===== src/design/bpc_pkg.sv =====
`default_nettype none

package bpc_pkg;

  // configuration register indexes
  typedef enum logic [1:0] {
    CFG_LOW  = 2'd0,
    CFG_MID  = 2'd1,
    CFG_HIGH = 2'd2
  } cfg_idx_e;

  localparam int unsigned CalW     = 168;  // 21 calibration bytes
  localparam int unsigned CfgW     = 64;
  localparam int unsigned CalHighW = 40;

  // multiplier digit width and pipeline depth
  localparam int unsigned ChunkW = 32;
  localparam int unsigned MulLat = 5;

  // temperature scaled by 2^48
  localparam int unsigned TnW = 61;

  // pipeline depths: stages up to the tn register, and stages of the pressure part
  localparam int unsigned TnLat    = 4;
  localparam int unsigned PressLat = 25;
  localparam int unsigned TotalLat = TnLat + PressLat;

  localparam logic signed [23:0] TempMax  = 24'sh7fffff;
  localparam logic signed [23:0] TempMin  = -24'sh800000;
  localparam logic [25:0]        PressMax = 26'h3ffffff;

  typedef struct packed {
    logic [23:0]        t1;
    logic [15:0]        t2;
    logic signed [7:0]  t3;
    logic signed [16:0] p1;
    logic signed [16:0] p2;
    logic signed [7:0]  p3;
    logic signed [7:0]  p4;
    logic [15:0]        p5;
    logic [15:0]        p6;
    logic signed [7:0]  p7;
    logic signed [7:0]  p8;
    logic signed [15:0] p9;
    logic signed [7:0]  p10;
    logic signed [7:0]  p11;
  } coef_t;

  // split the calibration bytes into coefficients
  function automatic coef_t bpc_decode(input logic [CalW-1:0] cb);
    coef_t c;
    c.t1  = {cb[15:8], cb[7:0], 8'h00};
    c.t2  = {cb[31:24], cb[23:16]};
    c.t3  = cb[39:32];
    c.p1  = 17'($signed({cb[55:48], cb[47:40]})) - 17'sd16384;
    c.p2  = 17'($signed({cb[71:64], cb[63:56]})) - 17'sd16384;
    c.p3  = cb[79:72];
    c.p4  = cb[87:80];
    c.p5  = {cb[103:96], cb[95:88]};
    c.p6  = {cb[119:112], cb[111:104]};
    c.p7  = cb[127:120];
    c.p8  = cb[135:128];
    c.p9  = {cb[151:144], cb[143:136]};
    c.p10 = cb[159:152];
    c.p11 = cb[167:160];
    return c;
  endfunction

endpackage

`default_nettype wire


===== src/design/bpc_temp.sv =====
`default_nettype none

module bpc_temp (
  input  logic                          clk_i,
  input  bpc_pkg::coef_t                coef_i,
  input  logic [23:0]                   raw_temperature_i,
  output logic signed [bpc_pkg::TnW-1:0] tn_o,
  output logic signed [23:0]            temp_o,
  output logic                          clip_o
);
  import bpc_pkg::*;

  localparam int unsigned TqW = TnW - 31;
  localparam logic signed [TnW:0] TRnd = {{(TnW-31){1'b0}}, 1'b1, 31'd0};
  localparam logic signed [TqW-1:0] TqMax = TqW'(TempMax);
  localparam logic signed [TqW-1:0] TqMin = TqW'(TempMin);

  logic signed [24:0]    d_q;
  logic signed [24:0]    d2_q;
  logic signed [41:0]    m1_q;
  logic signed [41:0]    m1b_q;
  logic signed [32:0]    m2_q;
  logic signed [57:0]    m3_q;
  logic signed [TnW-1:0] tn_d;
  logic signed [TnW-1:0] tn_q;
  logic signed [TnW:0]   tr;
  logic signed [TqW-1:0] tq;
  logic signed [23:0]    temp_d;
  logic signed [23:0]    temp_q;
  logic                  clip_d;
  logic                  clip_q;

  // offset from t1, then the two products, then the quadratic term
  always_ff @(posedge clk_i) begin
    d_q   <= $signed({1'b0, raw_temperature_i}) - $signed({1'b0, coef_i.t1});
    m1_q  <= d_q * $signed({1'b0, coef_i.t2});
    m2_q  <= d_q * coef_i.t3;
    d2_q  <= d_q;
    m1b_q <= m1_q;
    m3_q  <= m2_q * d2_q;
    tn_q  <= tn_d;
  end

  assign tn_d = (TnW'(m1b_q) <<< 18) + TnW'(m3_q);

  // round to 1/65536 degC and saturate
  always_comb begin
    tr     = (TnW+1)'(tn_q) + TRnd;
    tq     = tr[TnW:32];
    clip_d = 1'b0;
    temp_d = tq[23:0];
    if (tq > TqMax) begin
      temp_d = TempMax;
      clip_d = 1'b1;
    end else if (tq < TqMin) begin
      temp_d = TempMin;
      clip_d = 1'b1;
    end
  end

  always_ff @(posedge clk_i) begin
    temp_q <= temp_d;
    clip_q <= clip_d;
  end

  assign tn_o   = tn_q;
  assign temp_o = temp_q;
  assign clip_o = clip_q;

endmodule

`default_nettype wire


===== config.mk =====
export PLATFORM = sky130hd
export DESIGN_NAME = bpc_temp
export DESIGN_NICKNAME = d
export VERILOG_FILES = /design/src/design/bpc_pkg.sv /design/src/design/bpc_temp.sv
export SDC_FILE = /design/constraint.sdc
export NUM_CORES = 2
export LEC_CHECK = 0
export ABC_AREA = 0
export BUFFER_PORTS_ARGS = -buffer_cell sky130_fd_sc_hd__buf_4
export CAP_MARGIN = 20
export CORE_MARGIN = 8
export CORE_UTILIZATION = 55
export CTS_BUF_LIST = sky130_fd_sc_hd__clkbuf_8 sky130_fd_sc_hd__clkbuf_16
export DETAILED_ROUTE_END_ITERATION = 8
export PLACE_DENSITY_LB_ADDON = 0.08
export SKIP_LAST_GASP = 1
export SLEW_MARGIN = 25
export SYNTH_ARGS = -nofsm -noshare
export SYNTH_HDL_FRONTEND = slang
export SYNTH_SLANG_ARGS = --single-unit

===== constraint.sdc =====
create_clock -name clk_i -period 8.35 [get_ports clk_i]
set_input_delay 1.67 -clock clk_i [delete_from_list [all_inputs] [get_ports clk_i]]
set_output_delay 1.67 -clock clk_i [all_outputs]
set_load 0.03 [all_outputs]

==> qor.yml <==
outcome:
  status: "finished clean"
clock_network:
  max-clock-path-buffers: 3
  clk_pin_slew_ns: 0.08
  cts_setup_buffers: 0
  h-tree-depth: 2
  holdBufCountCts: 0
  clock-sinks: 311
  root_buffer_master: "clkbuf_16"
  cts_inserted_buffers: 36
  clk_latency_ns: 0.57
  postCtsResizedCells: 0
  cts_tree: "done"
timing:
  tightestPinTransition_ns: 0.959
  timing.final.max_slew_violations: 0
  layout_min_cycle_time_ns: 7.93
  slew_headroom_pct: 36.0
  fin_worst_skew_ns: 0.0353
  totalNegativeSetupSlack_ns: 0
  achievable-frequency_mhz: 126
  setup_viol: 0
  finalHoldViolCount: 0
  grt_setup_unrepaired: "false"
  period_share_pct: 94.9
worst_hold_path:
  hold_path_class: "reg2reg"
setup_path:
  worst-path-max-fanout: 11
  setup.worst_path.start_class: "flip-flop"
  setup.worst_path.end_class: "flip-flop"
  timing_worst_setup_path_type: "reg2reg"
  worst-endpoint-required_ns: 8.84
  critical_path_arrival_ns: 8.41
yosys:
  syn-num-nets: 8413
  synth-async-reset-ratio_pct: 0
  synth_cells: 6428
  ys_types: 75
  synth.cell_area_um2: 60200
  ys_seq_elements: 311
  ys_warn_count: 0
  synth-seq-area-share_pct: 10.3
  synth.avg_cell_area_um2: 9.36
  synth_edf_count: 0
  synthFlopType: "dfxtp_1"
final_layout:
  finalNetCount: 8503
  drive_gt1_share_pct: 6.36
  area_growth_syn_to_layout_pct: 7.37
die:
  floorplan.die_area_um2: 120000
  start_util_pct: 55.4
  core.rowCount: 121
  io_pins: 289
  core_um2: 109000
  die_h_um: 347
  die-width_um: 347
global_routing:
  overflow: 0
  total_routing_resource_utilization_after_global_routing_pct: 25.8
  grt_max_degree: 34
  grt_pass1_vias: 45868
  antenna_found_initial: 5
  grt_first_pass_wirelength_um: 250000
route:
  wl_per_cell_um: 18.7
  detail_route.vias_per_cell: 5.26
  detailed_router_iteration_count_before_antenna_repair: 5
  violation_count_after_the_first_detailed_routing_iteration: 2212
  detail_route.wirelength_um: 149000
  detailroute.via_count: 41879
  antenna_violating_nets_post_route: 0
  drc_errors: 0
placement:
  dp_hpwl_um: 125000
  numPortBuffers: 158
  gp_routability_congestion: 0.904
job:
  max_cap_violations: 0
==> area by class of cell <==
| class | count | area (um^2) |
|---|---|---|
| timing repair buffer | 317 | 2390 |
| fill | 9593 | 44100 |
| multi-input combinational | 4384 | 47400 |
| sequential | 311 | 6240 |
| tap | 1414 | 1770 |
| inverter | 1468 | 5510 |
| antenna | 1 | 2.50 |
| clock inverter | 22 | 245 |
| clock buffer | 42 | 1010 |
==> cell usage in the layout, fill, tap and decap left out, types with 5 or more instances in the layout <==
| master | Yosys | layout |
|---|---|---|
| inv_1 | 1467 | 1468 |
| fa_1 | 1392 | 1392 |
| nand2_1 | 746 | 746 |
| and2_1 | 710 | 710 |
| ha_1 | 390 | 390 |
| buf_4 | 0 | 316 |
| dfxtp_1 | 311 | 300 |
| xnor2_1 | 152 | 152 |
| a21oi_1 | 150 | 150 |
| nor2_1 | 135 | 135 |
| o21ai_0 | 108 | 108 |
| a21o_1 | 100 | 100 |
| xor2_1 | 62 | 62 |
| nand2b_1 | 52 | 52 |
| nand3_1 | 51 | 51 |
| nor3_1 | 44 | 44 |
| clkbuf_16 | 0 | 38 |
| nor2b_1 | 29 | 29 |
| and3_1 | 29 | 29 |
| o21a_1 | 27 | 27 |
| o21bai_1 | 25 | 25 |
| nand4_1 | 19 | 19 |
| a31oi_1 | 13 | 13 |
| a211oi_1 | 12 | 12 |
| o211ai_1 | 11 | 11 |
| dfxtp_2 | 0 | 11 |
| or2_2 | 9 | 9 |
| o31ai_1 | 9 | 9 |
| o22ai_1 | 8 | 8 |
| or3_1 | 8 | 8 |
| a2111oi_0 | 7 | 7 |
| a311oi_1 | 5 | 5 |
| clkinv_2 | 0 | 5 |
| clkinv_4 | 0 | 5 |
==> per-stage QoR <==
step	hold slack, ns	worst slack, ns	cells	utilization, %	instance area [um^2]
2_1_floorplan	0.310	0.884	6428	-	60200
3_3_place_gp	0.310	0.280	7894	58.3	63300
3_5_place_dp	0.312	0.229	7894	58.3	63300
4_1_cts	0.314	0.249	7958	59.4	64600
5_1_grt	0.328	0.0140	7958	59.4	64600
6_report	0.313	0.422	7959	59.4	64600
==> sequential cells by signal, summed over array words and instances, names as in the netlist <==
signal and count:
d_q 25, tn_o 61, m1_q 42, temp_o 24
m1b_q 42, m2_q 33, d2_q 25, clip_o 1
m3_q 58
==> final timing paths <==
kind | end | startpoint | depth (start not counted) | slack, ns
hold reg to reg | tn_o[4]$_DFF_P_ | m3_q[4]$_DFF_P_ | 0 | 0.31
setup / recovery | m3_q[57]$_DFF_P_ | d2_q[11]$_DFF_P_ | 24 | 0.42
hold / removal | tn_o[4]$_DFF_P_ | m3_q[4]$_DFF_P_ | 0 | 0.31
setup reg to reg | m3_q[57]$_DFF_P_ | d2_q[11]$_DFF_P_ | 24 | 0.42
==> critical path, cell delays in order, from the launching register on <==
cell	delay, ns
dfxtp_1	0.72
buf_4	0.30
buf_4	0.17
nand2_1	0.08
fa_1	0.50
fa_1	0.54
inv_1	0.05
fa_1	0.48
fa_1	0.64
fa_1	0.49
fa_1	0.51
inv_1	0.05
fa_1	0.48
inv_1	0.05
ha_1	0.39
a21o_1	0.20
a21o_1	0.17
a21o_1	0.21
a2111o_1	0.38
o21ai_1	0.24
o21ai_1	0.19
a21boi_1	0.47
nor2_1	0.10
a211oi_1	0.26
buf_4	0.17
==> per-layer routing <==
| metal | track usage [%] | up-vias | wire length, um |
|---|---|---|---|
| li1 | - | 19138 | - |
| met1 | 35.9 | 21505 | 66300 |
| met2 | 43.0 | 1039 | 71300 |
| met3 | 3.25 | 193 | 7890 |
| met4 | 6.34 | 4 | 3780 |
| met5 | 0 | - | 25 |
==> cells by family after synthesis <==
| kind of cell | Yosys count | share of synthesized area [%] |
|---|---|---|
| XOR/XNOR | 214 | 3.12 |
| AND/OR/NAND/NOR | 1853 | 15.5 |
| AO/OA/AOI/OAI | 533 | 5.79 |
| adder cells (fa/ha/maj) | 1782 | 54.4 |
| flip-flops | 311 | 10.3 |
| buffers and inverters | 1733 | 10.8 |
| multiplexers | 2 | 0.0333 |
==> Yosys cell counts (9+ instances only) <==
| cell | instances | share of area (%) |
|---|---|---|
| and3_1 | 29 | 0.30 |
| a211oi_1 | 12 | 0.15 |
| a21o_1 | 100 | 1.2 |
| o21bai_1 | 25 | 0.31 |
| nand2b_1 | 52 | 0.54 |
| a31oi_1 | 13 | 0.14 |
| o21a_1 | 27 | 0.34 |
| a21oi_1 | 150 | 1.2 |
| clkbuf_1 | 259 | 1.6 |
| nor2b_1 | 29 | 0.30 |
| ha_1 | 390 | 8.1 |
| fa_1 | 1392 | 46 |
| nor3_1 | 44 | 0.37 |
| xor2_1 | 62 | 0.90 |
| nand3_1 | 51 | 0.42 |
| or2_2 | 9 | 0.094 |
| xnor2_1 | 152 | 2.2 |
| o31ai_1 | 9 | 0.11 |
| o21ai_0 | 108 | 0.90 |
| inv_1 | 1467 | 9.2 |
| dfxtp_1 | 311 | 10 |
| nand4_1 | 19 | 0.20 |
| and2_1 | 710 | 7.4 |
| o211ai_1 | 11 | 0.14 |
| nand2_1 | 746 | 4.7 |
| nor2_1 | 135 | 0.84 |
Power is not shown: default switching activity piles up to over one toggle a cycle in this logic, so the estimate is an artifact.
